`src/rtl/tga565_pkg.sv`:
```
// ----------------------------------------------------------------------------
// tga565_pkg
// Beat types, header offsets and the RGB565 packing shared by the decoder.
// ----------------------------------------------------------------------------
package tga565_pkg;

    typedef logic [9:0] t_pos;

    typedef struct packed {
        logic [7:0] data_byte;
        logic       first_byte;
    } t_in_beat;

    typedef struct packed {
        logic [15:0] pixel_color;
        logic [15:0] dest_column;
        logic [15:0] dest_row;
        logic        last_pixel;
    } t_out_beat;

    // pixel on its way to the output: either a literal color or a palette lookup
    typedef struct packed {
        logic        use_pal;
        logic [15:0] color;
        logic [15:0] column;
        logic [15:0] row;
        logic        last;
    } t_pix_meta;

    localparam int   HDR_BYTES      = 18;
    localparam t_pos POS_TYPE       = 10'd2;
    localparam t_pos POS_WIDTH_LO   = 10'd12;
    localparam t_pos POS_WIDTH_HI   = 10'd13;
    localparam t_pos POS_HEIGHT_LO  = 10'd14;
    localparam t_pos POS_HEIGHT_HI  = 10'd15;

    localparam logic [7:0] TYPE_MAPPED = 8'd1;

    localparam logic [1:0] PH_BLUE  = 2'd0;
    localparam logic [1:0] PH_GREEN = 2'd1;
    localparam logic [1:0] PH_RED   = 2'd2;
    localparam logic [1:0] PH_ALPHA = 2'd3;

    function automatic logic [15:0] pack565(input logic [7:0] r, input logic [7:0] g,
                                            input logic [7:0] b);
        pack565 = {r[7:3], g[7:2], b[7:3]};
    endfunction

endpackage

```
`src/rtl/tga_to_rgb565_decoder_unit.sv`:
```
// ----------------------------------------------------------------------------
// tga_to_rgb565_decoder_unit
// TGA byte stream to RGB565 pixels with destination column and flipped row.
// ----------------------------------------------------------------------------
// input channel: one file byte a beat (i_valid / o_ready / i_beat); mark the
// first byte of a file with first_byte to restart the parse.
// output channel: one pixel a beat (o_valid / i_ready / o_beat) with its
// RGB565 color, column, row counted from the bottom and a last-pixel flag.
// throughput: one byte a cycle unless the output stalls. header, palette,
// blue/green/red and trailing bytes give no beat; each index byte or alpha
// byte gives one. a pixel's palette read and lookup stage load as its last
// byte is taken; the output register then loads from the lookup stage
// once the output register is free or i_ready is high.
// palette bytes are written into the palette memory as they arrive; index
// lookups read it back through its single registered read port.
// reset: parse state clears and the block reads the next byte as byte 0 of
// a header; palette contents are undefined until loaded.
// stall: with i_ready low the output register holds, the lookup stage holds
// one more pixel, and o_ready drops once both are full.
// ----------------------------------------------------------------------------
module tga_to_rgb565_decoder_unit #(
    parameter int PALETTE_ENTRIES = 256
) (
    input  logic                  i_clk,
    input  logic                  i_rst_n,
    input  logic                  i_valid,
    output logic                  o_ready,
    input  tga565_pkg::t_in_beat  i_beat,
    output logic                  o_valid,
    input  logic                  i_ready,
    output tga565_pkg::t_out_beat o_beat
);

    localparam int AW = $clog2(PALETTE_ENTRIES);

    logic                  take;
    logic                  accept;
    logic                  emit;
    tga565_pkg::t_pix_meta meta;
    logic                  wr_en;
    logic [AW-1:0]         wr_addr;
    logic [15:0]           wr_data;
    logic                  rd_en;
    logic [AW-1:0]         rd_addr;
    logic [15:0]           rd_data;

    assign accept  = i_valid && take;
    assign o_ready = take;

    tga565_parser #(
        .PALETTE_ENTRIES (PALETTE_ENTRIES),
        .AW              (AW)
    ) u_parser (
        .i_clk     (i_clk),
        .i_rst_n   (i_rst_n),
        .i_take    (accept),
        .i_beat    (i_beat),
        .o_emit    (emit),
        .o_meta    (meta),
        .o_wr_en   (wr_en),
        .o_wr_addr (wr_addr),
        .o_wr_data (wr_data),
        .o_rd_en   (rd_en),
        .o_rd_addr (rd_addr)
    );

    tga565_palette_mem #(
        .ENTRIES (PALETTE_ENTRIES),
        .AW      (AW)
    ) u_palette (
        .i_clk     (i_clk),
        .i_wr_en   (wr_en),
        .i_wr_addr (wr_addr),
        .i_wr_data (wr_data),
        .i_rd_en   (rd_en),
        .i_rd_addr (rd_addr),
        .o_rd_data (rd_data)
    );

    tga565_out_stage u_out (
        .i_clk      (i_clk),
        .i_rst_n    (i_rst_n),
        .i_load     (emit),
        .i_meta     (meta),
        .i_pal_data (rd_data),
        .i_ready    (i_ready),
        .o_take     (take),
        .o_valid    (o_valid),
        .o_beat     (o_beat)
    );

endmodule

```
`src/rtl/tga565_palette_mem.sv`:
```
// ----------------------------------------------------------------------------
// tga565_palette_mem
// Palette store: one write port, one read port with registered read data.
// ----------------------------------------------------------------------------
module tga565_palette_mem #(
    parameter int ENTRIES = 256,
    parameter int AW      = 8
) (
    input  logic          i_clk,
    input  logic          i_wr_en,
    input  logic [AW-1:0] i_wr_addr,
    input  logic [15:0]   i_wr_data,
    input  logic          i_rd_en,
    input  logic [AW-1:0] i_rd_addr,
    output logic [15:0]   o_rd_data
);

    logic [15:0] r_mem [0:ENTRIES-1];
    logic [15:0] r_rd_data;

    always_ff @(posedge i_clk) begin
        if (i_wr_en) begin
            r_mem[i_wr_addr] <= i_wr_data;
        end
    end

    // read data holds between reads so a stalled lookup keeps its color
    always_ff @(posedge i_clk) begin
        if (i_rd_en) begin
            r_rd_data <= r_mem[i_rd_addr];
        end
    end

    assign o_rd_data = r_rd_data;

endmodule

```
`src/rtl/tga565_parser.sv`:
```
// ----------------------------------------------------------------------------
// tga565_parser
// Header capture, palette load and pixel position tracking, one byte a beat.
// ----------------------------------------------------------------------------
module tga565_parser #(
    parameter int PALETTE_ENTRIES = 256,
    parameter int AW              = 8
) (
    input  logic                  i_clk,
    input  logic                  i_rst_n,
    input  logic                  i_take,
    input  tga565_pkg::t_in_beat  i_beat,
    output logic                  o_emit,
    output tga565_pkg::t_pix_meta o_meta,
    output logic                  o_wr_en,
    output logic [AW-1:0]         o_wr_addr,
    output logic [15:0]           o_wr_data,
    output logic                  o_rd_en,
    output logic [AW-1:0]         o_rd_addr
);

    localparam int PAL_END = tga565_pkg::HDR_BYTES + 3 * PALETTE_ENTRIES;

    tga565_pkg::t_pos r_pos, n_pos;
    logic [7:0]       r_type, n_type;
    logic [15:0]      r_width, n_width;
    logic [15:0]      r_height, n_height;
    logic [7:0]       r_blue, n_blue;
    logic [7:0]       r_green, n_green;
    logic [7:0]       r_red, n_red;
    logic [1:0]       r_phase, n_phase;
    logic [15:0]      r_col, n_col;
    logic [15:0]      r_row, n_row;
    logic             r_done, n_done;
    logic [AW-1:0]    r_pal_idx, n_pal_idx;

    logic [7:0]  b;
    logic        pix_ok;
    logic        do_pixel;
    logic        last_col;
    logic        last_row;
    logic [15:0] pix_color;
    logic        pix_use_pal;

    assign b = i_beat.data_byte;

    always_comb begin
        n_pos     = r_pos;
        n_type    = r_type;
        n_width   = r_width;
        n_height  = r_height;
        n_blue    = r_blue;
        n_green   = r_green;
        n_red     = r_red;
        n_phase   = r_phase;
        n_col     = r_col;
        n_row     = r_row;
        n_done    = r_done;
        n_pal_idx = r_pal_idx;

        o_wr_en     = 1'b0;
        o_wr_addr   = r_pal_idx;
        o_wr_data   = '0;
        do_pixel    = 1'b0;
        pix_color   = '0;
        pix_use_pal = 1'b0;
        pix_ok      = 1'b0;

        if (i_take) begin
            // marker byte restarts the parse, palette contents survive
            if (i_beat.first_byte) begin
                n_pos     = '0;
                n_type    = '0;
                n_width   = '0;
                n_height  = '0;
                n_blue    = '0;
                n_green   = '0;
                n_red     = '0;
                n_phase   = tga565_pkg::PH_BLUE;
                n_col     = '0;
                n_row     = '0;
                n_done    = 1'b0;
                n_pal_idx = '0;
            end
            pix_ok = !n_done && (n_width != 16'd0) && (n_height != 16'd0);

            if (n_pos < 10'(tga565_pkg::HDR_BYTES)) begin
                unique case (n_pos)
                    tga565_pkg::POS_TYPE:      n_type          = b;
                    tga565_pkg::POS_WIDTH_LO:  n_width[7:0]    = b;
                    tga565_pkg::POS_WIDTH_HI:  n_width[15:8]   = b;
                    tga565_pkg::POS_HEIGHT_LO: n_height[7:0]   = b;
                    tga565_pkg::POS_HEIGHT_HI: n_height[15:8]  = b;
                    default: ;
                endcase
                n_pos = n_pos + 10'd1;
            end else if (n_type == tga565_pkg::TYPE_MAPPED && n_pos < 10'(PAL_END)) begin
                case (n_phase)
                    tga565_pkg::PH_BLUE: begin
                        n_blue  = b;
                        n_phase = tga565_pkg::PH_GREEN;
                    end
                    tga565_pkg::PH_GREEN: begin
                        n_green = b;
                        n_phase = tga565_pkg::PH_RED;
                    end
                    default: begin
                        n_red     = b;
                        o_wr_en   = 1'b1;
                        o_wr_addr = n_pal_idx;
                        o_wr_data = tga565_pkg::pack565(b, n_green, n_blue);
                        n_pal_idx = n_pal_idx + AW'(1);
                        n_phase   = tga565_pkg::PH_BLUE;
                    end
                endcase
                n_pos = n_pos + 10'd1;
            end else if (pix_ok) begin
                if (n_type == tga565_pkg::TYPE_MAPPED) begin
                    do_pixel = 1'b1;
                    // index past the palette reads as black
                    pix_use_pal = ({1'b0, b} < 9'(PALETTE_ENTRIES));
                end else begin
                    case (n_phase)
                        tga565_pkg::PH_BLUE: begin
                            n_blue  = b;
                            n_phase = tga565_pkg::PH_GREEN;
                        end
                        tga565_pkg::PH_GREEN: begin
                            n_green = b;
                            n_phase = tga565_pkg::PH_RED;
                        end
                        tga565_pkg::PH_RED: begin
                            n_red   = b;
                            n_phase = tga565_pkg::PH_ALPHA;
                        end
                        default: begin
                            n_phase   = tga565_pkg::PH_BLUE;
                            do_pixel  = 1'b1;
                            pix_color = tga565_pkg::pack565(n_red, n_green, n_blue);
                        end
                    endcase
                end
            end
        end

        last_col = ({1'b0, n_col} + 17'd1) >= {1'b0, n_width};
        last_row = ({1'b0, n_row} + 17'd1) >= {1'b0, n_height};

        o_meta.use_pal = pix_use_pal;
        o_meta.color   = pix_color;
        o_meta.column  = n_col;
        o_meta.row     = n_height - 16'd1 - n_row;
        o_meta.last    = last_col && last_row;

        if (do_pixel) begin
            if (last_col) begin
                n_col = '0;
                if (last_row) begin
                    n_done = 1'b1;
                end else begin
                    n_row = n_row + 16'd1;
                end
            end else begin
                n_col = n_col + 16'd1;
            end
        end
    end

    assign o_emit    = do_pixel;
    assign o_rd_en   = do_pixel && pix_use_pal;
    assign o_rd_addr = b[AW-1:0];

    always_ff @(posedge i_clk) begin
        if (!i_rst_n) begin
            r_pos     <= '0;
            r_type    <= '0;
            r_width   <= '0;
            r_height  <= '0;
            r_blue    <= '0;
            r_green   <= '0;
            r_red     <= '0;
            r_phase   <= tga565_pkg::PH_BLUE;
            r_col     <= '0;
            r_row     <= '0;
            r_done    <= 1'b0;
            r_pal_idx <= '0;
        end else begin
            r_pos     <= n_pos;
            r_type    <= n_type;
            r_width   <= n_width;
            r_height  <= n_height;
            r_blue    <= n_blue;
            r_green   <= n_green;
            r_red     <= n_red;
            r_phase   <= n_phase;
            r_col     <= n_col;
            r_row     <= n_row;
            r_done    <= n_done;
            r_pal_idx <= n_pal_idx;
        end
    end

    // byte position never runs past the end of the palette
    a_pos_bound: assert property (@(posedge i_clk) disable iff (!i_rst_n)
        r_pos <= 10'(PAL_END))
        else $error("byte position beyond palette end");

    // a palette write and a pixel never come from the same byte
    a_wr_xor_pix: assert property (@(posedge i_clk) disable iff (!i_rst_n)
        o_wr_en |-> !o_emit)
        else $error("palette write and pixel on one byte");

    // a finished image leaves the column counter at zero
    a_done_col: assert property (@(posedge i_clk) disable iff (!i_rst_n)
        r_done |-> (r_col == 16'd0))
        else $error("column count not cleared at image end");

endmodule

```
`src/rtl/tga565_out_stage.sv`:
```
// ----------------------------------------------------------------------------
// tga565_out_stage
// Lookup stage waiting on palette read data, then the output register.
// ----------------------------------------------------------------------------
module tga565_out_stage (
    input  logic                   i_clk,
    input  logic                   i_rst_n,
    input  logic                   i_load,
    input  tga565_pkg::t_pix_meta  i_meta,
    input  logic [15:0]            i_pal_data,
    input  logic                   i_ready,
    output logic                   o_take,
    output logic                   o_valid,
    output tga565_pkg::t_out_beat  o_beat
);

    logic                  r_s1_vld;
    tga565_pkg::t_pix_meta r_s1_meta;
    logic                  r_out_vld;
    tga565_pkg::t_out_beat r_out;
    logic                  s1_move;
    tga565_pkg::t_out_beat s1_beat;

    assign s1_move = r_s1_vld && (!r_out_vld || i_ready);
    assign o_take  = !r_s1_vld || s1_move;

    always_comb begin
        s1_beat.pixel_color = r_s1_meta.use_pal ? i_pal_data : r_s1_meta.color;
        s1_beat.dest_column = r_s1_meta.column;
        s1_beat.dest_row    = r_s1_meta.row;
        s1_beat.last_pixel  = r_s1_meta.last;
    end

    always_ff @(posedge i_clk) begin
        if (!i_rst_n) begin
            r_s1_vld  <= 1'b0;
            r_out_vld <= 1'b0;
        end else begin
            if (i_load) begin
                r_s1_vld <= 1'b1;
            end else if (s1_move) begin
                r_s1_vld <= 1'b0;
            end
            if (s1_move) begin
                r_out_vld <= 1'b1;
            end else if (i_ready) begin
                r_out_vld <= 1'b0;
            end
        end
    end

    always_ff @(posedge i_clk) begin
        if (i_load) begin
            r_s1_meta <= i_meta;
        end
        if (s1_move) begin
            r_out <= s1_beat;
        end
    end

    assign o_valid = r_out_vld;
    assign o_beat  = r_out;

    // lookup stage is only loaded when it is free or draining
    a_no_overwrite: assert property (@(posedge i_clk) disable iff (!i_rst_n)
        i_load |-> (!r_s1_vld || s1_move))
        else $error("lookup stage overwritten");

    // both stages full and receiver stalled: no new byte taken
    a_full_stall: assert property (@(posedge i_clk) disable iff (!i_rst_n)
        (r_s1_vld && r_out_vld && !i_ready) |-> !o_take)
        else $error("byte taken with pipeline full");

    // a beat leaving the lookup stage shows up at the output
    a_move_out: assert property (@(posedge i_clk) disable iff (!i_rst_n)
        s1_move |=> r_out_vld)
        else $error("pixel lost between stages");

endmodule

```
`config.mk`:
```
export PLATFORM = sky130hd
export DESIGN_NAME = tga_to_rgb565_decoder_unit
export DESIGN_NICKNAME = d
export VERILOG_FILES = /design/src/rtl/tga565_pkg.sv /design/src/rtl/tga_to_rgb565_decoder_unit.sv /design/src/rtl/tga565_palette_mem.sv /design/src/rtl/tga565_parser.sv /design/src/rtl/tga565_out_stage.sv
export SDC_FILE = /design/constraint.sdc
export NUM_CORES = 2
export LEC_CHECK = 0
export BUFFER_PORTS_ARGS = -buffer_cell sky130_fd_sc_hd__buf_2
export CAP_MARGIN = 40
export CORE_ASPECT_RATIO = 1.4
export CORE_MARGIN = 4
export CORE_UTILIZATION = 60
export CTS_CLUSTER_DIAMETER = 80
export DETAILED_ROUTE_END_ITERATION = 12
export PLACE_DENSITY = 0.76
export SLEW_MARGIN = 20
export SYNTH_ARGS = -nofsm -noshare
export SYNTH_HDL_FRONTEND = slang
export SYNTH_SLANG_ARGS = --single-unit
```
`constraint.sdc`:
```
create_clock -name i_clk -period 8.7 [get_ports i_clk]
set_input_delay 1.305 -clock i_clk [delete_from_list [all_inputs] [get_ports i_clk]]
set_output_delay 1.305 -clock i_clk [all_outputs]
set_load 0.02 [all_outputs]
```
After elaboration in Yosys (flattened, before gate mapping)
Memories as Yosys holds them, arrays and structs flattened. A register that Yosys moved wholly into a read port is not among the register bits.
Cells that the tools add are included.
Word-level totals
  memory bits (writable): 4096
  output and inout port bits: 51
  logic and storage cells: 163
  flip-flop bits (word level): 218
  bits of input ports: 13
  memories kept: 1
Cells by class
  magnitude comparators: 4
  bitwise logic cells: 2
  mux-type cells: 97
  reductions and logical operators: 20
  eq/ne operators: 8
  $add $sub $neg: 8
Memory list
  u_palette.r_mem: depth 256, bits a word 16, rd ports 1, clocked after memory_dff 1, write ports 1, RTL line tga565_palette_mem.sv:18  | logic [15:0] r_mem [0:ENTRIES-1];
Operator list (number)
  16-bit 2-to-1 mux: 22
  8-bit 2-to-1 mux: 36
  10-bit by 4-bit equality test with 1-bit output (second input constant): 4
  10-bit 2-to-1 mux: 4
  16-bit by 1-bit adder with 17-bit output (second input constant): 2
  17-bit by 16-bit greater-or-equal comparator with 1-bit output: 2
  16-bit by 1-bit adder with 16-bit output (second input constant): 2
  16-bit nonzero test: 2
  1-bit 2-to-1 mux: 27
  16-bit by 1-bit subtractor with 16-bit output (second input constant): 1
  16-bit subtractor: 1
  2-bit 2-to-1 mux: 6
  10-bit by 1-bit adder with 10-bit output (second input constant): 1
  10-bit by 2-bit equality test with 1-bit output (second input constant): 1
  10-bit < comparator (second input constant): 1
  10-bit by 5-bit < comparator with 1-bit output (second input constant): 1
  8-bit by 1-bit adder with 8-bit output (second input constant): 1
  8-bit by 1-bit equality test with 1-bit output (second input constant): 1
  8-bit OR reduction: 1
  1-bit logical AND: 7
  2-bit one-hot mux with 3 select lines: 1
  2-bit one-hot mux with 2 select lines: 1
  2-bit nonzero test: 2
  1-bit logical NOT: 3
  other kinds (7): 9

Logic depth before layout (Yosys ltp)
  depth after elaboration: 15
  gate-level depth with buffers: 23
  depth with buffers taken out: 19

By module
A second synthesis with hierarchy kept.
Unflattened totals
  cell total of the unflattened synthesis: 8375
  area, all modules: 169411.2 um^2
Modules (own cells, without submodules)
  tga565_palette_mem: cells an instance 7360, times used 1, seq. area each 123478.4 um^2, area each 158874.9 um^2
  tga565_parser: cells an instance 889, times used 1, seq. area each 2182.1 um^2, area each 7229.4 um^2
  tga565_out_stage: cells an instance 125, times used 1, seq. area each 3012.9 um^2, area each 3300.7 um^2
  tga_to_rgb565_decoder_unit: cells an instance 1, times used 1, seq. area each 0.0 um^2, area each 6.3 um^2

Worst setup path after synthesis
OpenSTA, ideal clock, no wires.
  path kind: input to register
  start: input port i_beat[0] (netlist name)
  end: memory u_palette.r_mem[0][12], data pin
  stages on the path: 7
  data required time: 7.827 ns
  buffers on the path: 3
  arrival time: 5.855 ns
  setup slack: 1.972 ns
  setup time: 0.873 ns
  cells stage by stage: clkbuf_1 > nor2_1 > and4_1 > and3_1 > clkbuf_1 > clkbuf_1 > and3_1
On the way
  cells in the longest elaborated chain, start to end: 8
  elaborated cells between the ends (all ways): 17
  classes of those cells: order compare (2); eq/ne (2); mux (10); reduce/logical (3)
Ends and longest elaborated chain
  start, declared: RTL line tga_to_rgb565_decoder_unit.sv:28  | input tga565_pkg::t_in_beat i_beat,
  branches (longest 6 deep; another with 10-bit < comparator)
  16-bit 2-to-1 mux *: RTL line tga565_parser.sv:87  | if (n_pos < 10'(tga565_pkg::HDR_BYTES)) begin
  16-bit 2-to-1 mux *: RTL line tga565_parser.sv:69  | if (i_take) begin
  net u_palette.i_wr_data[12]: RTL line tga565_palette_mem.sv:12  | input logic [15:0] i_wr_data,
  end, declared: RTL line tga565_palette_mem.sv:18
Mark *: on every way through the listed nets, which the timed path passes. The select of a mux whose other input is x is not followed.

==> out/results.tsv <==
stage	metric	value	unit
outcome	status	finished, final reports clean	
route	routed_wirelength	450000	µm
worst_setup_path	worstReg2RegEnd	u_parser.r_col[4]	
logic_synthesis	yosys.area.top_type	edfxtp_1	
clock_network	clock_latency	0.92	ns
floorplanning	start_util	60.2	%
clock_network	postCtsSetupRepairBufs	0	
route	drt_iter0_drc	14200	
logic_synthesis	ys_seq_area_share	76.9	%
route	firstDrtPassIters	7	
worst_setup_path	worstSetupEndpoint	u_parser.r_col[4]	
power	switching_share	20.0	%
power	combPwrFrac	2.4	%
power	p_leak	55.1	nW
logic_synthesis	synth-adder-area-share	0.445	%
clock_network	cts.clk_slew.worst_paths	0.06	ns
global_routing	grt_pass1_vias	87100	
clock_network	clockRootBuffer	clkbuf_16	
global_routing	grt_max_degree	232	
power	vdd_drop_max	0.000163	V
worst_setup_path	rr_worst_depth	17	
floorplanning	die_w	454	µm
timing	finalCritPeriodShare	65.5	%
clock_network	numCtsBuffers	375	
global_routing	grt_pass1_wl	643000	µm
logic_synthesis	synth_xor_area_share	0.272	%
place	globalplace.congestion	0.916	
timing	report.final.slew_viol_count	0	
clock_network	cts_tree	done	
floorplanning	core_area	278000	µm²
power	power_frac_clock	41.7	%
logic_synthesis	synth_nets	8054	
worst_hold_path	hold_class	reg -> reg	
floorplanning	rows	229	
timing	setup_tns	0	ns
finish	fin_util	67.2	%
logic_synthesis	synth_cell_type_count	85	
clock_network	clk_path_buf_depth	4	
route	vias	87900	
global_routing	grt_overflow	0	
finish	area_delta_synth_final	11.5	%
worst_setup_path	rrSetupSlack	3.12	ns
logic_synthesis	synthTopCellsByArea	edfxtp_1 76%, mux4_2 13%, dfxtp_1 1.3%, mux2i_1 1.3%, nor2_1 0.83%	
logic_synthesis	netlist_area	167000	µm²
power	internal_power	0.0321	W
floorplanning	io_pins	64	
power	power_density	215	nW/µm²
finish	layout_commonest_cell	edfxtp_1	
worst_setup_path	crit_path_start	i_ready	
logic_synthesis	synth-simple-area-share	3.02	%
place	io_buffers	63	
power	pwr-share-seq	55.9	%
logic_synthesis	synth_compound_area_share	3.41	%
worst_setup_path	cp.arrival	6.51	ns
global_routing	antenna_found_initial	22	
finish	fin_area	187000	µm²
route	ant_nets	0	
worst_setup_path	critPathCaptureType	flop	
logic_synthesis	synth_top_area_share	75.5	%
logic_synthesis	synth-edff-count	4211	
clock_network	postCtsHoldBufs	0	
timing	period_minus_slack	5.69	ns
global_routing	grtUsageTotal	31.4	%
floorplanning	die_h	633	µm
timing	hold_violations	0	
logic_synthesis	synth_warnings	0	
floorplanning	die_area	288000	µm²
finish	final_cell_mix	4211 x edfxtp_1, 958 x mux4_2, 393 x buf_4, 384 x clkbuf_16, 355 x nor2_1	
logic_synthesis	synthMuxAreaShare	14.3	%
route	via_per_inst	7.07	
finish	finalNonFillerCells	12400	
finish	drive_above_1_share	24.6	%
clock_network	clock_sinks	4322	
timing	relSlewSlack	20.5	%
finish	nets	8496	
timing	rsz0062_at_grt	no	
place	place_inst	11700	
logic_synthesis	synth_area_per_cell	21.0	µm²
power	power	0.0402	W
worst_setup_path	r2r-start	u_out.o_valid	
logic_synthesis	syn_inst	7982	
job	maxCapViolCount	0	
place	post_dp_cell_area	174000	µm²
clock_network	cts_max_level	5	
logic_synthesis	synth_top_family_by_area	multiplexers	
timing	fmax	0.176	GHz
worst_setup_path	cp.required	9.52	ns
power	switching_power	0.00804	W
place	dp_hpwl	260000	µm
timing	max_slew.worst_pin.slew	1.19	ns
logic_synthesis	ys_seq_elements	4322	
worst_setup_path	cp_max_fo	51	
route	drc	0	
worst_setup_path	cp-start-kind	primary input	
logic_synthesis	async_reset_ff_share	0	%
timing	fin_skew	0.0458	ns
route	wl_per_cell	36.2	µm
logic_synthesis	synth-main-ff-cell	edfxtp_1	
clock_network	cts.repair.resized	0	
timing	setup_viol	0	
worst_setup_path	worst-setup-path-type	in -> reg	
cell type report:
cell class / count / area, µm²
Sequential cell: 4322 / 129000
Antenna cell: 18 / 45.0
Clock inverter: 223 / 2210
Multi-Input combinational cell: 3128 / 36200
Clock buffer: 459 / 9940
Tap cell: 3696 / 4620
Fill cell: 16600 / 91200
Timing Repair Buffer: 548 / 4880
Inverter: 49 / 189
cell families after synthesis:
logic type	after synthesis
fa+ha+maj	59
buf+inv	532
mux	1192
flops	4322
simple gates	1028
compound gates	797
xor+xnor	52
cells in the mapped netlist (47+ instances only):
cell type  count
edfxtp_1    4211
mux4_2       958
nor2_1       371
mux2i_1      216
clkbuf_1     209
nor3_1       204
a22oi_1      144
buf_2        131
o22ai_1      116
dfxtp_1      111
nand2_1      110
a21oi_1       90
a22o_1        83
o21ai_0       80
a211oi_1      77
nand3_1       74
buf_4         73
a221oi_1      66
ha_1          58
and2_1        47
inv_1         47
worst max-delay path, cell delays in order:
cell and delay [ns]:
buf_2 0.11, and3b_1 0.37, inv_2 0.21, nand2_2 0.13, buf_4 0.51, and2_1 0.30
ha_1 0.32, nand3_1 0.12, or2_2 0.31, nor4_1 0.39, xnor2_1 0.18, ha_1 0.28
a211oi_1 0.22, o21ai_0 0.15, o21bai_1 0.38, and2_1 0.74, o21ai_0 0.21, a21oi_1 0.19
power by group through the flow:
stage / clock network, W / logic, W / registers (W)
floorplan: 0 / 0.000632 / 0.0229
global placement: 0 / 0.000925 / 0.0229
detailed placement: 0 / 0.000940 / 0.0229
CTS: 0.0169 / 0.000948 / 0.0225
global route: 0.0178 / 0.000990 / 0.0225
finish: 0.0168 / 0.000958 / 0.0225
per-layer routing:
metal / wire length (µm) / share of wire (%) / GRT usage, %
met1: 148000 / 33 / 40.6
met2: 219000 / 49 / 49.6
met3: 50300 / 11 / 6.79
met4: 32300 / 7.2 / 18.6
met5: 90 / 0.020 / 0
stage by stage:
stage,hold slack [ns],setup WS [ns]
2_1_floorplan,0.400,1.97
3_3_place_gp,0.402,2.24
3_5_place_dp,0.405,2.22
4_1_cts,0.421,3.16
5_1_grt,0.417,2.61
6_report,0.422,3.01
registers in the layout (all words and copies together) (netlist names), 2 cells and up:
name	flops
u_out.o_beat	49
u_out.r_s1_meta	50
u_palette.o_rd_data	16
u_palette.r_mem	4096
u_parser.r_blue	5
u_parser.r_col	16
u_parser.r_green	6
u_parser.r_height	16
u_parser.r_pal_idx	8
u_parser.r_phase	2
u_parser.r_pos	10
u_parser.r_red	5
u_parser.r_row	16
u_parser.r_type	8
u_parser.r_width	16
how the worst min path moves through the flow:
stage / startpoint / endpoint / cells past startpoint
2_1_floorplan: u_out.r_s1_meta[0] / u_out.o_beat[0] / 0
3_5_place_dp: u_out.r_s1_meta[21] / u_out.o_beat[21] / 0
4_1_cts: u_out.r_s1_meta[3] / u_out.o_beat[3] / 0
6_report: u_out.r_s1_meta[32] / u_out.o_beat[32] / 0
5_1_grt: u_out.r_s1_meta[29] / u_out.o_beat[29] / 0
3_3_place_gp: u_out.r_s1_meta[3] / u_out.o_beat[3] / 0
Power figures use the tool's default switching activity.
